**src/hdl/gnss_error_quality_grader_top_defines.svh**
```systemverilog
// Assertion macros used by the grader top level.
`ifndef GNSS_ERROR_QUALITY_GRADER_TOP_DEFINES_SVH
`define GNSS_ERROR_QUALITY_GRADER_TOP_DEFINES_SVH

`ifndef SYNTHESIS
`define GQG_ASSERT_IMP(lbl, clk, rst, ante, cons) \
  lbl: assert property (@(posedge clk) disable iff (rst) (ante) |-> (cons)) \
    else $error("assertion failed");
`define GQG_ASSERT_NEXT(lbl, clk, rst, ante, cons) \
  lbl: assert property (@(posedge clk) disable iff (rst) (ante) |=> (cons)) \
    else $error("assertion failed");
`else
`define GQG_ASSERT_IMP(lbl, clk, rst, ante, cons)
`define GQG_ASSERT_NEXT(lbl, clk, rst, ante, cons)
`endif

`endif

```
**src/hdl/gqg_pkg.sv**
```systemverilog
`timescale 1ns / 1ps
`default_nettype none

package gqg_pkg;

  localparam int SIGMA_WIDTH_DEFAULT = 16;

  localparam int SQ_W    = 16;
  localparam int RAD_W   = 2 * SQ_W + 1;
  localparam int ROOT_W  = SQ_W + 1;
  localparam int STEPS   = ROOT_W;
  localparam int CNT_W   = $clog2(STEPS + 1);
  localparam int REM_W   = ROOT_W + 3;
  localparam int REG_W   = 15;
  localparam int GRADE_W = 3;
  localparam int CFG_INDEX_W = 2;

  localparam logic [CFG_INDEX_W-1:0] REG_LOCK_THRESHOLD = 2'd0;
  localparam logic [CFG_INDEX_W-1:0] REG_CLAMP_LIMIT    = 2'd1;

  localparam logic [REG_W-1:0] LOCK_THRESHOLD_RESET = 15'd2560;
  localparam logic [REG_W-1:0] CLAMP_LIMIT_RESET    = 15'd25344;
  localparam logic [REG_W-1:0] LAST_RADIUS_RESET    = 15'd2560;
  localparam logic [REG_W-1:0] MIN_RADIUS_RESET     = 15'd25600;
  localparam logic [REG_W-1:0] MIN_FALLBACK         = 15'd1280;

  localparam logic [GRADE_W-1:0] GRADE_NONE      = 3'd0;
  localparam logic [GRADE_W-1:0] GRADE_POOR      = 3'd1;
  localparam logic [GRADE_W-1:0] GRADE_FAIR      = 3'd2;
  localparam logic [GRADE_W-1:0] GRADE_GOOD      = 3'd3;
  localparam logic [GRADE_W-1:0] GRADE_EXCELLENT = 3'd4;

  typedef struct packed {
    logic             lock_flag;
    logic [REG_W-1:0] last_radius;
    logic [REG_W-1:0] min_radius;
  } track_t;

endpackage

`default_nettype wire

```
**src/hdl/gqg_sqrt.sv**
```systemverilog
`timescale 1ns / 1ps
`default_nettype none

module gqg_sqrt (
  input  wire logic                          clk,
  input  wire logic                          rst,
  input  wire logic                          start,
  input  wire logic [gqg_pkg::RAD_W-1:0]     radicand,
  output logic                               done,
  output logic [gqg_pkg::ROOT_W-1:0]         root
);

  localparam int RadW2 = 2 * gqg_pkg::STEPS;

  logic                           busy;
  logic [gqg_pkg::CNT_W-1:0]      cnt;
  logic [RadW2-1:0]               rad;
  logic [gqg_pkg::REM_W-1:0]      rem;
  logic [gqg_pkg::REM_W-1:0]      rem_sh;
  logic [gqg_pkg::REM_W-1:0]      trial;
  logic                           take;

  assign rem_sh = {rem[gqg_pkg::REM_W-3:0], rad[RadW2-1 -: 2]};
  assign trial  = gqg_pkg::REM_W'({root, 2'b01});
  assign take   = rem_sh >= trial;

  always_ff @(posedge clk) begin
    if (rst) begin
      busy <= 1'b0;
      done <= 1'b0;
      cnt  <= '0;
    end else begin
      done <= 1'b0;
      if (start) begin
        busy <= 1'b1;
        cnt  <= gqg_pkg::CNT_W'(gqg_pkg::STEPS);
      end else if (busy) begin
        cnt <= cnt - 1'b1;
        if (cnt == gqg_pkg::CNT_W'(1)) begin
          busy <= 1'b0;
          done <= 1'b1;
        end
      end
    end
  end

  always_ff @(posedge clk) begin
    if (start) begin
      rad  <= RadW2'(radicand);
      rem  <= '0;
      root <= '0;
    end else if (busy) begin
      rad <= {rad[RadW2-3:0], 2'b00};
      if (take) begin
        rem  <= rem_sh - trial;
        root <= {root[gqg_pkg::ROOT_W-2:0], 1'b1};
      end else begin
        rem  <= rem_sh;
        root <= {root[gqg_pkg::ROOT_W-2:0], 1'b0};
      end
    end
  end

endmodule

`default_nettype wire

```
**src/hdl/gqg_grade.sv**
```systemverilog
`timescale 1ns / 1ps
`default_nettype none

module gqg_grade (
  input  wire logic [gqg_pkg::ROOT_W-1:0]  radius,
  input  wire logic                        sat,
  input  wire gqg_pkg::track_t             cur,
  input  wire logic [gqg_pkg::REG_W-1:0]   lock_threshold,
  input  wire logic [gqg_pkg::REG_W-1:0]   clamp_limit,
  output gqg_pkg::track_t                  nxt,
  output logic [gqg_pkg::GRADE_W-1:0]      grade
);

  localparam int CmpW = gqg_pkg::REG_W + 5;

  logic [gqg_pkg::ROOT_W-1:0] r;
  logic [gqg_pkg::REG_W-1:0]  mn0;
  logic [gqg_pkg::REG_W-1:0]  last;
  logic [gqg_pkg::REG_W-1:0]  mn;
  logic [CmpW-1:0]            c;
  logic [CmpW-1:0]            m;

  always_comb begin
    r    = sat ? gqg_pkg::ROOT_W'(1 << gqg_pkg::SQ_W) : radius;
    mn0  = (cur.min_radius == '0) ? gqg_pkg::MIN_FALLBACK : cur.min_radius;
    last = cur.last_radius;
    if (r != '0) begin
      if (r < gqg_pkg::ROOT_W'(clamp_limit)) begin
        last = r[gqg_pkg::REG_W-1:0];
      end else begin
        last = clamp_limit;
      end
    end
    mn    = mn0;
    grade = gqg_pkg::GRADE_NONE;
    nxt.lock_flag   = cur.lock_flag;
    nxt.last_radius = last;
    if (!cur.lock_flag) begin
      if (last < lock_threshold) begin
        nxt.lock_flag = 1'b1;
        mn = last;
      end
    end else begin
      if (last < mn0) begin
        mn = last;
      end
    end
    nxt.min_radius = mn;
    c = CmpW'(last);
    m = CmpW'(mn);
    if (cur.lock_flag) begin
      if ((c << 1) < ((m << 1) + m)) begin
        grade = gqg_pkg::GRADE_EXCELLENT;
      end else if (c < (m << 2)) begin
        grade = gqg_pkg::GRADE_GOOD;
      end else if (c < (m << 3)) begin
        grade = gqg_pkg::GRADE_FAIR;
      end else if (c < ((m << 4) + (m << 2))) begin
        grade = gqg_pkg::GRADE_POOR;
      end
    end
  end

endmodule

`default_nettype wire

```
**src/hdl/gnss_error_quality_grader_top.sv**
```systemverilog
// GNSS error quality grader.
// Input words carry the longitude and latitude error sigmas (Q8.8 metres)
// on a valid/ready channel; each accepted word yields exactly one output word
// with the grade, the clamped error radius, the best radius and the lock flag.
// The two sigmas are squared one after the other on a single 16 x 16
// multiplier, and the radius comes from a bit-serial square root that retires
// one root bit per cycle. A word then passes through the grading step into
// the output register, and a new word is taken only once its result has
// been written there.
// The output word sits in a register, and in_ready rises in the same cycle
// as out_valid. If the receiver stalls, the finished result waits in the
// grading step until the output register is free, and no new word is taken
// meanwhile.
// The configuration port writes the lock threshold (index 0) and the clamp
// limit (index 1); other indexes are ignored.
// Reset is synchronous and restores the default threshold of 10 m, the
// clamp of 99 m, the unlocked state, a radius of 10 m and a best of 100 m.
`timescale 1ns / 1ps
`default_nettype none
`include "gnss_error_quality_grader_top_defines.svh"

module gnss_error_quality_grader_top #(
  parameter int SIGMA_WIDTH = gqg_pkg::SIGMA_WIDTH_DEFAULT
) (
  input  wire logic                              clk,
  input  wire logic                              rst,
  input  wire logic                              cfg_wen,
  input  wire logic [gqg_pkg::CFG_INDEX_W-1:0]   cfg_index,
  input  wire logic [gqg_pkg::REG_W-1:0]         cfg_data,
  input  wire logic                              in_valid,
  output logic                                   in_ready,
  input  wire logic [SIGMA_WIDTH-1:0]            lon_sigma,
  input  wire logic [SIGMA_WIDTH-1:0]            lat_sigma,
  output logic                                   out_valid,
  input  wire logic                              out_ready,
  output logic [gqg_pkg::GRADE_W-1:0]            grade,
  output logic [gqg_pkg::REG_W-1:0]              error_radius,
  output logic [gqg_pkg::REG_W-1:0]              best_radius,
  output logic                                   locked
);

  typedef enum logic [2:0] {
    ST_IDLE,
    ST_SQ_LON,
    ST_SQ_LAT,
    ST_SQRT,
    ST_DONE
  } state_t;

  state_t                          state;
  logic [gqg_pkg::REG_W-1:0]       lock_threshold;
  logic [gqg_pkg::REG_W-1:0]       clamp_limit;
  gqg_pkg::track_t                 track;
  gqg_pkg::track_t                 track_next;
  logic [gqg_pkg::GRADE_W-1:0]     grade_next;
  logic [gqg_pkg::SQ_W-1:0]        lon;
  logic [gqg_pkg::SQ_W-1:0]        lat;
  logic                            sat;
  logic [gqg_pkg::SQ_W-1:0]        mul_a;
  logic [2*gqg_pkg::SQ_W-1:0]      prod;
  logic [2*gqg_pkg::SQ_W-1:0]      acc;
  logic [gqg_pkg::RAD_W-1:0]       sum;
  logic                            sq_start;
  logic                            sq_done;
  logic [gqg_pkg::ROOT_W-1:0]      sq_root;
  logic                            out_free;

  assign in_ready = (state == ST_IDLE);
  assign mul_a    = (state == ST_SQ_LAT) ? lat : lon;
  assign prod     = mul_a * mul_a;
  assign sum      = gqg_pkg::RAD_W'(acc) + gqg_pkg::RAD_W'(prod);
  assign sq_start = (state == ST_SQ_LAT);
  assign out_free = !out_valid || out_ready;

  gqg_sqrt u_sqrt (
    .clk      (clk),
    .rst      (rst),
    .start    (sq_start),
    .radicand (sum),
    .done     (sq_done),
    .root     (sq_root)
  );

  gqg_grade u_grade (
    .radius         (sq_root),
    .sat            (sat),
    .cur            (track),
    .lock_threshold (lock_threshold),
    .clamp_limit    (clamp_limit),
    .nxt            (track_next),
    .grade          (grade_next)
  );

  always_ff @(posedge clk) begin
    if (rst) begin
      lock_threshold <= gqg_pkg::LOCK_THRESHOLD_RESET;
      clamp_limit    <= gqg_pkg::CLAMP_LIMIT_RESET;
    end else if (cfg_wen) begin
      unique case (cfg_index)
        gqg_pkg::REG_LOCK_THRESHOLD: lock_threshold <= cfg_data;
        gqg_pkg::REG_CLAMP_LIMIT:    clamp_limit    <= cfg_data;
        default: ;
      endcase
    end
  end

  always_ff @(posedge clk) begin
    if (rst) begin
      state             <= ST_IDLE;
      out_valid         <= 1'b0;
      track.lock_flag   <= 1'b0;
      track.last_radius <= gqg_pkg::LAST_RADIUS_RESET;
      track.min_radius  <= gqg_pkg::MIN_RADIUS_RESET;
    end else begin
      if (out_valid && out_ready && (state != ST_DONE)) begin
        out_valid <= 1'b0;
      end
      unique case (state)
        ST_IDLE: begin
          if (in_valid) begin
            lon   <= gqg_pkg::SQ_W'(lon_sigma);
            lat   <= gqg_pkg::SQ_W'(lat_sigma);
            sat   <= ((lon_sigma >> gqg_pkg::SQ_W) != '0) ||
                     ((lat_sigma >> gqg_pkg::SQ_W) != '0);
            state <= ST_SQ_LON;
          end
        end
        ST_SQ_LON: begin
          acc   <= prod;
          state <= ST_SQ_LAT;
        end
        ST_SQ_LAT: begin
          state <= ST_SQRT;
        end
        ST_SQRT: begin
          if (sq_done) begin
            state <= ST_DONE;
          end
        end
        ST_DONE: begin
          if (out_free) begin
            track        <= track_next;
            grade        <= grade_next;
            error_radius <= track_next.last_radius;
            best_radius  <= track_next.min_radius;
            locked       <= track_next.lock_flag;
            out_valid    <= 1'b1;
            state        <= ST_IDLE;
          end else if (out_valid && out_ready) begin
            out_valid <= 1'b0;
          end
        end
        default: state <= ST_IDLE;
      endcase
    end
  end

  `GQG_ASSERT_NEXT(a_lock_sticky, clk, rst, track.lock_flag, track.lock_flag)
  `GQG_ASSERT_IMP(a_done_in_sqrt, clk, rst, sq_done, state == ST_SQRT)
  `GQG_ASSERT_NEXT(a_busy_after_accept, clk, rst, in_valid && in_ready, !in_ready)

endmodule

`default_nettype wire

```
**config.mk**
```make
export PLATFORM = sky130hd
export DESIGN_NAME = gnss_error_quality_grader_top
export DESIGN_NICKNAME = d
export VERILOG_FILES = /design/src/hdl/gqg_pkg.sv /design/src/hdl/gqg_sqrt.sv /design/src/hdl/gqg_grade.sv /design/src/hdl/gnss_error_quality_grader_top.sv
export VERILOG_INCLUDE_DIRS = /design/src /design/src/hdl
export SDC_FILE = /design/constraint.sdc
export NUM_CORES = 1
export LEC_CHECK = 0
export BUFFER_PORTS_ARGS = -buffer_cell sky130_fd_sc_hd__buf_2
export CORE_ASPECT_RATIO = 0.5
export CORE_MARGIN = 5
export CORE_UTILIZATION = 64
export DETAILED_ROUTE_END_ITERATION = 8
export HOLD_SLACK_MARGIN = 0.15
export PLACE_DENSITY = 0.9
export SLEW_MARGIN = 20
export SYNTH_ARGS = -nofsm -noshare
export SYNTH_HDL_FRONTEND = slang
export SYNTH_SLANG_ARGS = --single-unit
```
**constraint.sdc**
```tcl
create_clock -name clk -period 11 [get_ports clk]
set_input_delay 1.65 -clock clk [delete_from_list [all_inputs] [get_ports clk]]
set_output_delay 1.65 -clock clk [all_outputs]
set_load 0.01 [all_outputs]
```
# Yosys cells after proc, flatten, opt, wreduce, memory -nomap -nowiden
# Index checks and enable logic that the tools add are counted.
dict set report totals {
  word_cells 100
  reg_bits 239
  out_inout_bits 36
  in_bits 54
}
dict set report classes {
  reduce_logical 19
  multipliers 1
  mux 31
  bitwise_logic 3
  eq_ne 10
  order_cmp 8
  add_sub_neg 5
}
# op n
set op_table {}
lappend op_table {{2-to-1 mux 15 bit} 6}
lappend op_table {{2-to-1 mux 33 bit} 2}
lappend op_table {{adder 32 x 32 -> 33 bit} 1}
lappend op_table {{multiplier 16 x 16 -> 32 bit} 1}
lappend op_table {{less-than comparator 15 bit} 2}
lappend op_table {{adder 19 x 17 -> 20 bit} 1}
lappend op_table {{>= comparator 20 x 19 -> 1 bit} 1}
lappend op_table {{less-than comparator 15 x 20 -> 1 bit} 1}
lappend op_table {{less-than comparator 16 x 20 -> 1 bit} 1}
lappend op_table {{less-than comparator 15 x 18 -> 1 bit} 1}
lappend op_table {{2-to-1 mux 18 bit} 1}
lappend op_table {{2-to-1 mux 3 bit} 6}
lappend op_table {{subtractor 18 bit} 1}
lappend op_table {{adder 16 x 15 -> 17 bit} 1}
lappend op_table {{less-than comparator 15 x 17 -> 1 bit} 1}
lappend op_table {{less-than comparator 17 x 15 -> 1 bit} 1}
lappend op_table {{nonzero test 17 bit} 1}
lappend op_table {{2-to-1 mux 16 bit} 1}
lappend op_table {{zero test 15 bit} 1}
lappend op_table {{one-hot mux 3 bit (5 select lines)} 1}
lappend op_table {{2-to-1 mux 1 bit} 12}
lappend op_table {{2-to-1 mux 5 bit} 2}
lappend op_table {{AND reduction 3 bit} 3}
lappend op_table {{AND reduction 2 bit} 4}
lappend op_table {{other kinds (18)} 24}

# Logic depth before layout (Yosys ltp)
# Gate-level depths: netlist (run 1).
dict set report depth {
  ltp_word 12
  mapped_depth 49
  ltp_nobuf 43
}

# Cells and area by module
# From an unflattened synthesis (run 1), not the netlist that was laid out.
dict set report hier_totals {
  cells_unflattened 2587
  hier_area_um2 23362.4
}
# mod seq_area_each_um2 cells_each n_inst area_per_inst_um2
set modules_own_cells {}
lappend modules_own_cells {gnss_error_quality_grader_top 4214.0 1457 1 14091.0}
lappend modules_own_cells {gqg_grade 0.0 733 1 5088.6}
lappend modules_own_cells {gqg_sqrt 1851.8 397 1 4182.8}

# Worst setup path after synthesis (run 1)
# No wires, ideal clock.
dict set report synth_path {
  path_type {reg2reg}
  startpoint {register state[2]}
  endpoint {register u_sqrt.rad[31], data pin}
  t_arrival_ns 9.340
  path_slack_ns 1.405
  setup_ns 0.256
  stages_incl_launch_ff 41
  t_required_ns 10.744
  period_less_slack_ns 9.595
  n_path_buf 3
  cell_sequence {dfxtp_1 -> clkbuf_1 -> nor2_1 -> and2_1 -> clkbuf_1 -> clkbuf_1 -> mux2i_1 -> clkinv_1 -> nand2_1 -> inv_1 -> fa_1 -> inv_1 -> fa_1 -> inv_1 -> fa_1 -> inv_1 -> fa_1 -> inv_1 -> [5 not listed] -> a21boi_0 -> o21a_1 -> o21ai_0 -> a211oi_1 -> a211oi_1 -> a21oi_1 -> a21o_1 -> a211oi_1 -> nor3_1 -> ha_1 -> and3_1 -> a21oi_1 -> a31oi_1 -> a41o_1 -> o21a_1 -> o21a_1 -> or3_1 -> a31o_2}
}
dict set report synth_between {
  elab_chain_len 5
}
# item line
set synth_rtl {}
lappend synth_rtl {{start, declared} gnss_error_quality_grader_top.sv:50} ;# state_t state;
lappend synth_rtl {{start signal, assigned} gnss_error_quality_grader_top.sv:109} ;# state <= ST_IDLE;
lappend synth_rtl {{start signal, assigned} gnss_error_quality_grader_top.sv:125} ;# state <= ST_SQ_LON;
lappend synth_rtl {{start signal, assigned} gnss_error_quality_grader_top.sv:130} ;# state <= ST_SQ_LAT;
lappend synth_rtl {{equality test 3 x 2 -> 1 bit} gnss_error_quality_grader_top.sv:69} ;# assign mul_a = (state == ST_SQ_LAT) ? lat : lon;
lappend synth_rtl {{2-to-1 mux 16 bit} gnss_error_quality_grader_top.sv:69}
lappend synth_rtl {{multiplier 16 x 16 -> 32 bit} gnss_error_quality_grader_top.sv:70} ;# assign prod = mul_a * mul_a;
lappend synth_rtl {{net prod (one bit)} gnss_error_quality_grader_top.sv:60} ;# logic [2*gqg_pkg::SQ_W-1:0] prod;
lappend synth_rtl {{adder 32 x 32 -> 33 bit} gnss_error_quality_grader_top.sv:71} ;# assign sum = gqg_pkg::RAD_W'(acc) + gqg_pkg::RAD_W'(prod);
lappend synth_rtl {{2-to-1 mux 33 bit} gqg_sqrt.sv:48} ;# if (start) begin
lappend synth_rtl {{end signal, assigned} gqg_sqrt.sv:49} ;# rad <= RadW2'(radicand);
lappend synth_rtl {{end signal, assigned} gqg_sqrt.sv:53} ;# rad <= {rad[RadW2-3:0], 2'b00};
lappend synth_rtl {{end, declared} gqg_sqrt.sv:17} ;# logic [RadW2-1:0] rad;
# The timed path passes the listed nets, and every way through them passes these cells.
# A chain may end at the register's enable or synchronous reset.

# Final worst setup path (run 1)
# Same ends and word-level chain as after synthesis.

==> impl_metrics.tcl, run 1 <==
set metrics [dict create \
    max_freq_ghz 0.09648 \
    worstPathArrival_ns 10.67 \
    die_y_um 140.3 \
    fin_nets 2950 \
    core-area_sq_um 33280 \
    wl_per_cell_um 17.79 \
    insertion_delay_ns 0.56 \
    gr-usage-all-layers_pct 27.32 \
    yosysSeqAreaShare_pct 27.93 \
    layout_commonest_cell "inv_1" \
    cts_tree "done" \
    synthCells 2401 \
    fin_skew_ns 0.02008 \
    crit_path_max_incr_delay_ns 0.58 \
    drive_gt1_share_pct 8.043 \
    slowest_stage "a2111oi_0" \
    htreeDepth 1 \
    status "complete, no violations" \
    num_rows 47 \
    synth_flop_cell "edfxtp_1" \
    yosysTopAreaCell "edfxtp_1" \
    dr.pass1.iters 6 \
    num_vias 17610 \
    syn_nets 2871 \
    grt_pass1_vias 17840 \
    hpwl_um 39840 \
    drv_cap 0 \
    grt_max_degree 82 \
    rsz0062_at_grt "false" \
    root_buffer "clkbuf_16" \
    critPathKind "register to register" \
    synth-async-reset-ratio_pct 0 \
    crit_fanout 33 \
    antenna_found_initial 0 \
    grt_pass1_wl_um 86830 \
    area_delta_synth_final_pct 8.175 \
    numCtsBuffers 25 \
    route.detailed.drc 0 \
    n_antenna_cell 0 \
    final_hold_viol_count 0 \
    portBuffers 89 \
    synth.distinct_cells 89 \
    period_share_pct 94.22 \
    ys_seq_elements 238 \
    clockBufferDepth 3 \
    ant_nets 0 \
    avgSynthCellArea_sq_um 9.046 \
    hp-class "register to register" \
    slew-limit-headroom_pct 34.60 \
    final_cell_mix "inv_1 (338), nand2_1 (257), ha_1 (254), nor2_1 (232), fa_1 (162)" \
    critPathCaptureType "register" \
    final_max_slew_viol_count 0 \
    synth_area_leaders "edfxtp_1 (18%), fa_1 (15%), ha_1 (15%)" \
    start_util_pct 65.25 \
    fp.dieW_um 270.5 \
    die_area_sq_um 37940 \
    clkSinkCount 238 \
    global_route.overflow_total 0 \
    routed_wl_um 52310 \
    clk_pin_slew_ns 0.06 \
    syn-cell-area_sq_um 21720 \
    crit_path_start_kind "register" \
    worstPathRequired_ns 11.31 \
    fin_crit_ns 10.36 \
    synth_edf_count 130 \
    routed_via_density 5.990 \
    yosysTopAreaCellShare_pct 17.97 \
    first_iter_violations 1729 \
    setup_viol 0 \
    fillers 2397 \
    worstMarginPinSlew_ns 0.9787 \
    finalSetupTns_ns 0 \
    gp_congestion 0.9571 \
    yosysWarnings 0 \
    boundaryPins 90 \
]
==> cell families after synthesis <==
kind of cell / synth area share [%]
AND/OR/NAND/NOR: 14.63
flip-flops: 27.93
XOR/XNOR: 3.468
adder cells (fa/ha/maj): 29.70
AO/OA/AOI/OAI: 13.86
buffers and inverters: 7.357
multiplexers: 3.053
==> cell usage after synthesis (23+ instances only) <==
cell / n
o21ai_0: 110
ha_1: 254
nor2_1: 233
clkbuf_1: 63
a21o_1: 33
dfxtp_1: 108
inv_1: 338
xnor2_1: 54
nand2_1: 258
fa_1: 162
nor3_1: 38
mux2i_1: 64
edfxtp_1: 130
a21oi_1: 145
xor2_1: 32
nand3_1: 41
a211oi_1: 31
nor2b_1: 23
==> worst paths after layout <==
kind	cells past startpoint	slack (ns)	to	start
hold / removal	2	0.45	lock_threshold[7]	lock_threshold[7]
setup / recovery	37	0.64	u_sqrt.rad[31]	state[2]
hold reg to reg	2	0.45	lock_threshold[7]	lock_threshold[7]
setup reg to reg	37	0.64	u_sqrt.rad[31]	state[2]
==> what timing repair did <==
action                     in CTS  in global routing
setup buffers                   0                  0
hold buffers                    0                  0
resized for setup               0                  2
setup endpoints to repair       0                  1
==> worst max-delay path: cells and delay by family (launching register included) <==
family          cells  cell delay, ns
fa+ha+maj           8            3.74
compound gates     13            3.07
simple gates        7            1.64
buf+inv             8            1.00
flops               1            0.39
mux                 1            0.27
==> area by class of cell <==
type	count	area, sq um	share of cell area [%]
Clock buffer	34	659.4	2.807
Clock inverter	12	82.58	0.3515
Timing Repair Buffer	128	738.2	3.142
Tap cell	441	551.8	2.349
Sequential cell	238	6067	25.82
Multi-Input combinational cell	1742	14100	60.00
Inverter	345	1299	5.528
==> layer usage <==
| metal | part of all wire (%) | vias up | track usage, % |
|---|---|---|---|
| met4 | 4.2 | 0 | 10.53 |
| met1 | 40 | 8430 | 33.95 |
| met3 | 6.9 | 175 | 4.289 |
| met5 | 0 | - | 0 |
| met2 | 49 | 713 | 48.46 |
| li1 | - | 8293 | - |
==> stage by stage <==
stage | utilization [%] | hold WS (ns) | instance area, sq um | cells | setup WS, ns
2_1_floorplan | - | 0.4358 | 21720 | 2401 | 1.405
3_3_place_gp | 68.33 | 0.4423 | 22740 | 2894 | 1.188
3_5_place_dp | 68.33 | 0.4477 | 22740 | 2894 | 0.8584
4_1_cts | 70.56 | 0.4556 | 23490 | 2940 | 0.6825
5_1_grt | 70.58 | 0.4707 | 23490 | 2940 | 0.02141
6_report | 70.58 | 0.4533 | 23490 | 2940 | 0.6353
==> state kept, by name (all words and copies together), names as in the netlist, 3 cells and up <==
| signal | count |
|---|---|
| u_sqrt.root | 17 |
| u_sqrt.cnt | 5 |
| lock_threshold | 15 |
| lon | 16 |
| state | 3 |
| best_radius | 15 |
| track | 31 |
| u_sqrt.rad | 34 |
| clamp_limit | 15 |
| grade | 3 |
| acc | 31 |
| error_radius | 15 |
| lat | 16 |
| u_sqrt.rem | 18 |
Power of run 1 is left out: the tool's default activity adds up to more than one toggle a clock period on the data nets, which glitch-free logic cannot reach.
==> run 2: changes to the inputs <==
Settings changed: BUFFER_PORTS_ARGS -buffer_cell sky130_fd_sc_hd__buf_2 to -buffer_cell sky130_fd_sc_hd__buf_4, SYNTH_HIERARCHICAL set to 1.
==> run 2 against run 1 <==
Worst hold slack better by 0.0040 ns. Sequential share of layout area shrank 1.7 points. Area after synthesis is 7.6% higher. Non-clock buffer count fell by 12. Routed wire length rose by 14%. Count of clock-buffer cells in the layout shrank 4. Register-to-register slack better by 0.06 ns. Via count rose by 13%. First-iteration DRC count up 34%. Sequential cell count is the same. Critical path depth is 4 lower. The flow now finishes with violations (design-rule violations). Maximum frequency up 0.63%.
==> impl_metrics.tcl, run 2 <==
set metrics [dict create \
    status "finished, violations left" \
    violations "design-rule violations" \
    fin_nets 3092 \
    critPathCaptureType "register" \
    cts_setup_buffers 0 \
    global_route.overflow_total 0 \
    grt_max_degree 73 \
    layoutNonFillerInstCount 3140 \
    gp_congestion 0.9720 \
    use_met2_pct 48.45 \
    top_regs "u_sqrt/rad: 34 flops, acc: 31 flops, track: 31 flops" \
    yosysTopAreaCellShare_pct 16.71 \
    grt.met3_usage_pct 4.447 \
    slew-limit-headroom_pct 28.22 \
    grt_busiest_layer "met2" \
    rsz0062_at_grt "false" \
    drv_cap 0 \
    n_antenna_cell 0 \
    cts_tree "done" \
    max_freq_ghz 0.09709 \
    finalSetupTns_ns 0 \
    whs_ns 0.4574 \
    route.detailed.drc 1 \
    grt_pass1_vias 19930 \
    final_max_slew_viol_count 0 \
    htreeDepth 1 \
    first_iter_violations 2309 \
    synth_flop_cell "edfxtp_1" \
    num_vias 19950 \
    path_common_cell "inv_1" \
    crit_path_start_kind "register" \
    largest_reg_flops 34 \
    synthCells 2587 \
    drive_gt1_share_pct 10.54 \
    die_y_um 145.1 \
    synth-async-reset-ratio_pct 0 \
    cts_resized 0 \
    clkSinkCount 238 \
    yosysTopAreaCell "edfxtp_1" \
    clk_pin_slew_ns 0.07 \
    synth_commonest_cells "inv_1 (320), nand2_1 (275), ha_1 (239)" \
    slowest_stage "mux2i_1" \
    fp.dieW_um 280.2 \
    routed_wl_um 59790 \
    routed_via_density 6.353 \
    postCtsHoldBufs 0 \
    yosysSeqAreaShare_pct 25.96 \
    fin_util_pct 70.00 \
    syn-cell-area_sq_um 23360 \
    insertion_delay_ns 0.56 \
    crit_path_max_incr_delay_ns 0.85 \
    synth_edf_count 130 \
    avgSynthCellArea_sq_um 9.031 \
    setup_viol 0 \
    ys_seq_elements 238 \
    yosysWarnings 6 \
    crit_fanout 12 \
    worstPathRequired_ns 11.29 \
    area_delta_synth_final_pct 7.835 \
    hp-class "register to register" \
    gr-usage-all-layers_pct 28.31 \
    largest-register "u_sqrt/rad" \
    critPathKind "register to register" \
    layout_commonest_cell "inv_1" \
    dr.pass1.iters 9 \
    portBuffers 89 \
    synth_area_leaders "edfxtp_1 (17%), fa_1 (14%), ha_1 (13%)" \
    worstPathArrival_ns 10.59 \
    clockBufferDepth 3 \
    ant_nets 0 \
    hpwl_um 43860 \
    syn_nets 3041 \
    core-area_sq_um 35990 \
    synth_most_common_cell "inv_1" \
    fin_crit_ns 10.30 \
    wl_per_cell_um 19.04 \
    grt_pass1_wl_um 97000 \
    antenna_found_initial 0 \
    fin_skew_ns 0.02236 \
    grt_util_met1_pct 35.62 \
    final_hold_viol_count 0 \
    period_share_pct 93.64 \
    num_rows 49 \
    boundaryPins 90 \
    die_area_sq_um 40660 \
    worstMarginPinSlew_ns 1.074 \
    numCtsBuffers 24 \
    start_util_pct 64.92 \
    synth.distinct_cells 118 \
    final_cell_mix "inv_1 (320), nand2_1 (275), ha_1 (239), nor2_1 (230), a21oi_1 (162)" \
    root_buffer "clkbuf_16" \
    placed_cells 3096 \
]
-- run 2: changes by cell type after synthesis, moves of 13 or more --
cell     delta
o21ai_0    -39
mux2_2     +37
mux2i_1    -30
a21o_1     +24
inv_1      -18
a21oi_1    +17
nand2_1    +17
ha_1       -15
xnor2_1    +15
o21ai_1    +13
-- run 2: area by class of cell --
type	instances	area [sq um]
multi-input combinational	1926	15620
inverter	332	1246
clock buffer	30	675.6
tap	484	605.6
timing repair buffer	116	870.8
sequential	238	6067
fill	2468	10800
clock inverter	14	110.1
-- run 2: path summary, 6_finish.rpt --
check                    startpoint           endpoint  slack [ns]  cells past startpoint
setup / recovery           state[1]     u_sqrt/rad[32]        0.70                     33
hold / removal    lock_threshold[2]  lock_threshold[2]        0.46                      2
setup reg to reg           state[1]     u_sqrt/rad[32]        0.70                     33
hold reg to reg   lock_threshold[2]  lock_threshold[2]        0.46                      2
-- run 2: worst max-delay path: cells and delay by family (launching register included) --
family                   cells  cell delay (ns)
AND/OR/NAND/NOR              6             1.85
flip-flops                   1             0.43
adder cells (fa/ha/maj)      8             3.69
XOR/XNOR                     1             0.27
AO/OA/AOI/OAI                8             1.78
multiplexers                 2             1.11
buffers and inverters        8             0.92
-- run 2: cells by family after synthesis --
logic type / count (synthesis) / share of synthesized area, %
simple gates: 772 / 15.35
compound gates: 549 / 16.33
buf+inv: 423 / 7.262
fa+ha+maj: 414 / 27.22
flops: 238 / 25.96
xor+xnor: 113 / 4.268
mux: 77 / 3.583
other cells: 1 / 0.01605
-- run 2: layer usage --
metal / share of wire, % / wire [um]
met4: 4.8 / 2852
met5: 0 / 0
met1: 39 / 23050
met2: 48 / 29000
met3: 8.2 / 4889
-- run 2: metrics by stage --
step           instance area, sq um  worst slack (ns)
5_1_grt                       25190            0.3678
3_5_place_dp                  24400             1.083
6_report                      25190            0.6999
3_3_place_gp                  24400             1.506
4_1_cts                       25190            0.9456
2_1_floorplan                 23360             2.322
Power of run 2 is left out for the same reason.
==> run 3: changes to the inputs <==
Settings changed: CTS_BUF_LIST set to sky130_fd_sc_hd__clkbuf_16.
==> run 3 against run 2 <==
Design area about the same. Cell count unchanged. Largest cell class unchanged. Maximum frequency is 0.63% higher. Highest routed layer unchanged. Sequential cell count did not move. The run still ends with design-rule violations left.
==> impl_metrics.tcl, run 3 (synthesis results as in run 2) <==
set metrics [dict create \
    status "finished, violations left" \
    violations "design-rule violations" \
    route.detailed.drc 1 \
    max_freq_ghz 0.09770 \
    gr-usage-all-layers_pct 28.29 \
    die_y_um 145.1 \
    portBuffers 89 \
    fin_crit_ns 10.24 \
    area_delta_synth_final_pct 7.792 \
    ant_nets 0 \
    start_util_pct 64.92 \
    global_route.overflow_total 0 \
    grt_pass1_wl_um 96960 \
    min_from "lock_threshold[2]" \
    critPathKind "register to register" \
    cts_resized 0 \
    fin_nets 3092 \
    wl_per_cell_um 19.03 \
    rsz0062_at_grt "false" \
    final_hold_viol_count 0 \
    dpl-instance-area_sq_um 24400 \
    htreeDepth 1 \
    drive_gt1_share_pct 10.50 \
    top_regs "u_sqrt/rad: 34 flops, acc: 31 flops, track: 31 flops" \
    gp_congestion 0.9720 \
    hpwl_um 43860 \
    clk_pin_slew_ns 0.07 \
    cts_setup_buffers 0 \
    largest-register "u_sqrt/rad" \
    layout_commonest_cell "inv_1" \
    crit_path_start_kind "register" \
    num_vias 19920 \
    root_buffer "clkbuf_16" \
    cts_tree "done" \
    grt_pass1_vias 19950 \
    finalSetupTns_ns 0 \
    grt_max_degree 73 \
    path_common_cell "inv_1" \
    first_iter_violations 2185 \
    fp.dieW_um 280.2 \
    core-area_sq_um 35990 \
    crit_fanout 12 \
    slowest_stage "mux2i_1" \
    worstPathArrival_ns 10.53 \
    insertion_delay_ns 0.55 \
    worstPathRequired_ns 11.29 \
    slew-limit-headroom_pct 27.14 \
    routed_via_density 6.344 \
    n_antenna_cell 0 \
    drv_cap 0 \
    postCtsHoldBufs 0 \
    numCtsBuffers 24 \
    antenna_found_initial 0 \
    boundaryPins 90 \
    hp-class "register to register" \
    die_area_sq_um 40660 \
    worstMarginPinSlew_ns 1.091 \
    crit_path_max_incr_delay_ns 0.81 \
    setup_viol 0 \
    design_area_sq_um 25180 \
    final_cell_mix "inv_1 (323), nand2_1 (275), ha_1 (239), nor2_1 (230), a21oi_1 (162)" \
    fin_skew_ns 0.02349 \
    routed_wl_um 59750 \
    final_max_slew_viol_count 0 \
    critPathLaunch "state[1]" \
    period_share_pct 93.05 \
    reg2reg_from "state[1]" \
    clockBufferDepth 3 \
    largest_reg_flops 34 \
    dr.pass1.iters 9 \
    num_rows 49 \
    critPathCaptureType "register" \
    clkSinkCount 238 \
]
[run 3: through the flow]
step / setup slack, ns / util (%) / cells / hold WS, ns
CTS: 0.9456 / 69.96 / 3140 / 0.4578
detailed placement: 1.083 / 67.81 / 3096 / 0.4489
finish: 0.7641 / 69.98 / 3140 / 0.4571
global route: 0.3678 / 69.98 / 3140 / 0.4771
global placement: 1.506 / 67.81 / 3096 / 0.4428
floorplan: 2.322 / - / 2587 / 0.4351
[run 3: worst max-delay path: cells and delay by family, from the launching register on]
family / cells / cell delay [ns]
buffers and inverters: 8 / 0.90
adder cells (fa/ha/maj): 8 / 3.69
flip-flops: 1 / 0.43
multiplexers: 2 / 1.07
AO/OA/AOI/OAI: 8 / 1.78
AND/OR/NAND/NOR: 6 / 1.85
XOR/XNOR: 1 / 0.27
[run 3: worst paths after layout]
check | slack (ns) | cells after the start | end
max reg2reg | 0.76 | 33 | u_sqrt/rad[32]
min reg2reg | 0.46 | 2 | lock_threshold[2]
min | 0.46 | 2 | lock_threshold[2]
max | 0.76 | 33 | u_sqrt/rad[32]
[run 3: layout make-up]
cell class	count	area, sq um
Clock inverter	18	125.1
Multi-Input combinational cell	1926	15620
Sequential cell	238	6067
Inverter	332	1246
Fill cell	2473	10810
Tap cell	484	605.6
Timing Repair Buffer	116	870.8
Clock buffer	26	650.6
[run 3: layer usage]
metal	GRT usage, %	share of wire, %	wire [um]
met1	35.62	39	23040
met2	48.40	49	28980
met3	4.415	8.2	4921
met4	12.75	4.7	2802
met5	0	0	0
Power of run 3 is left out for the same reason.
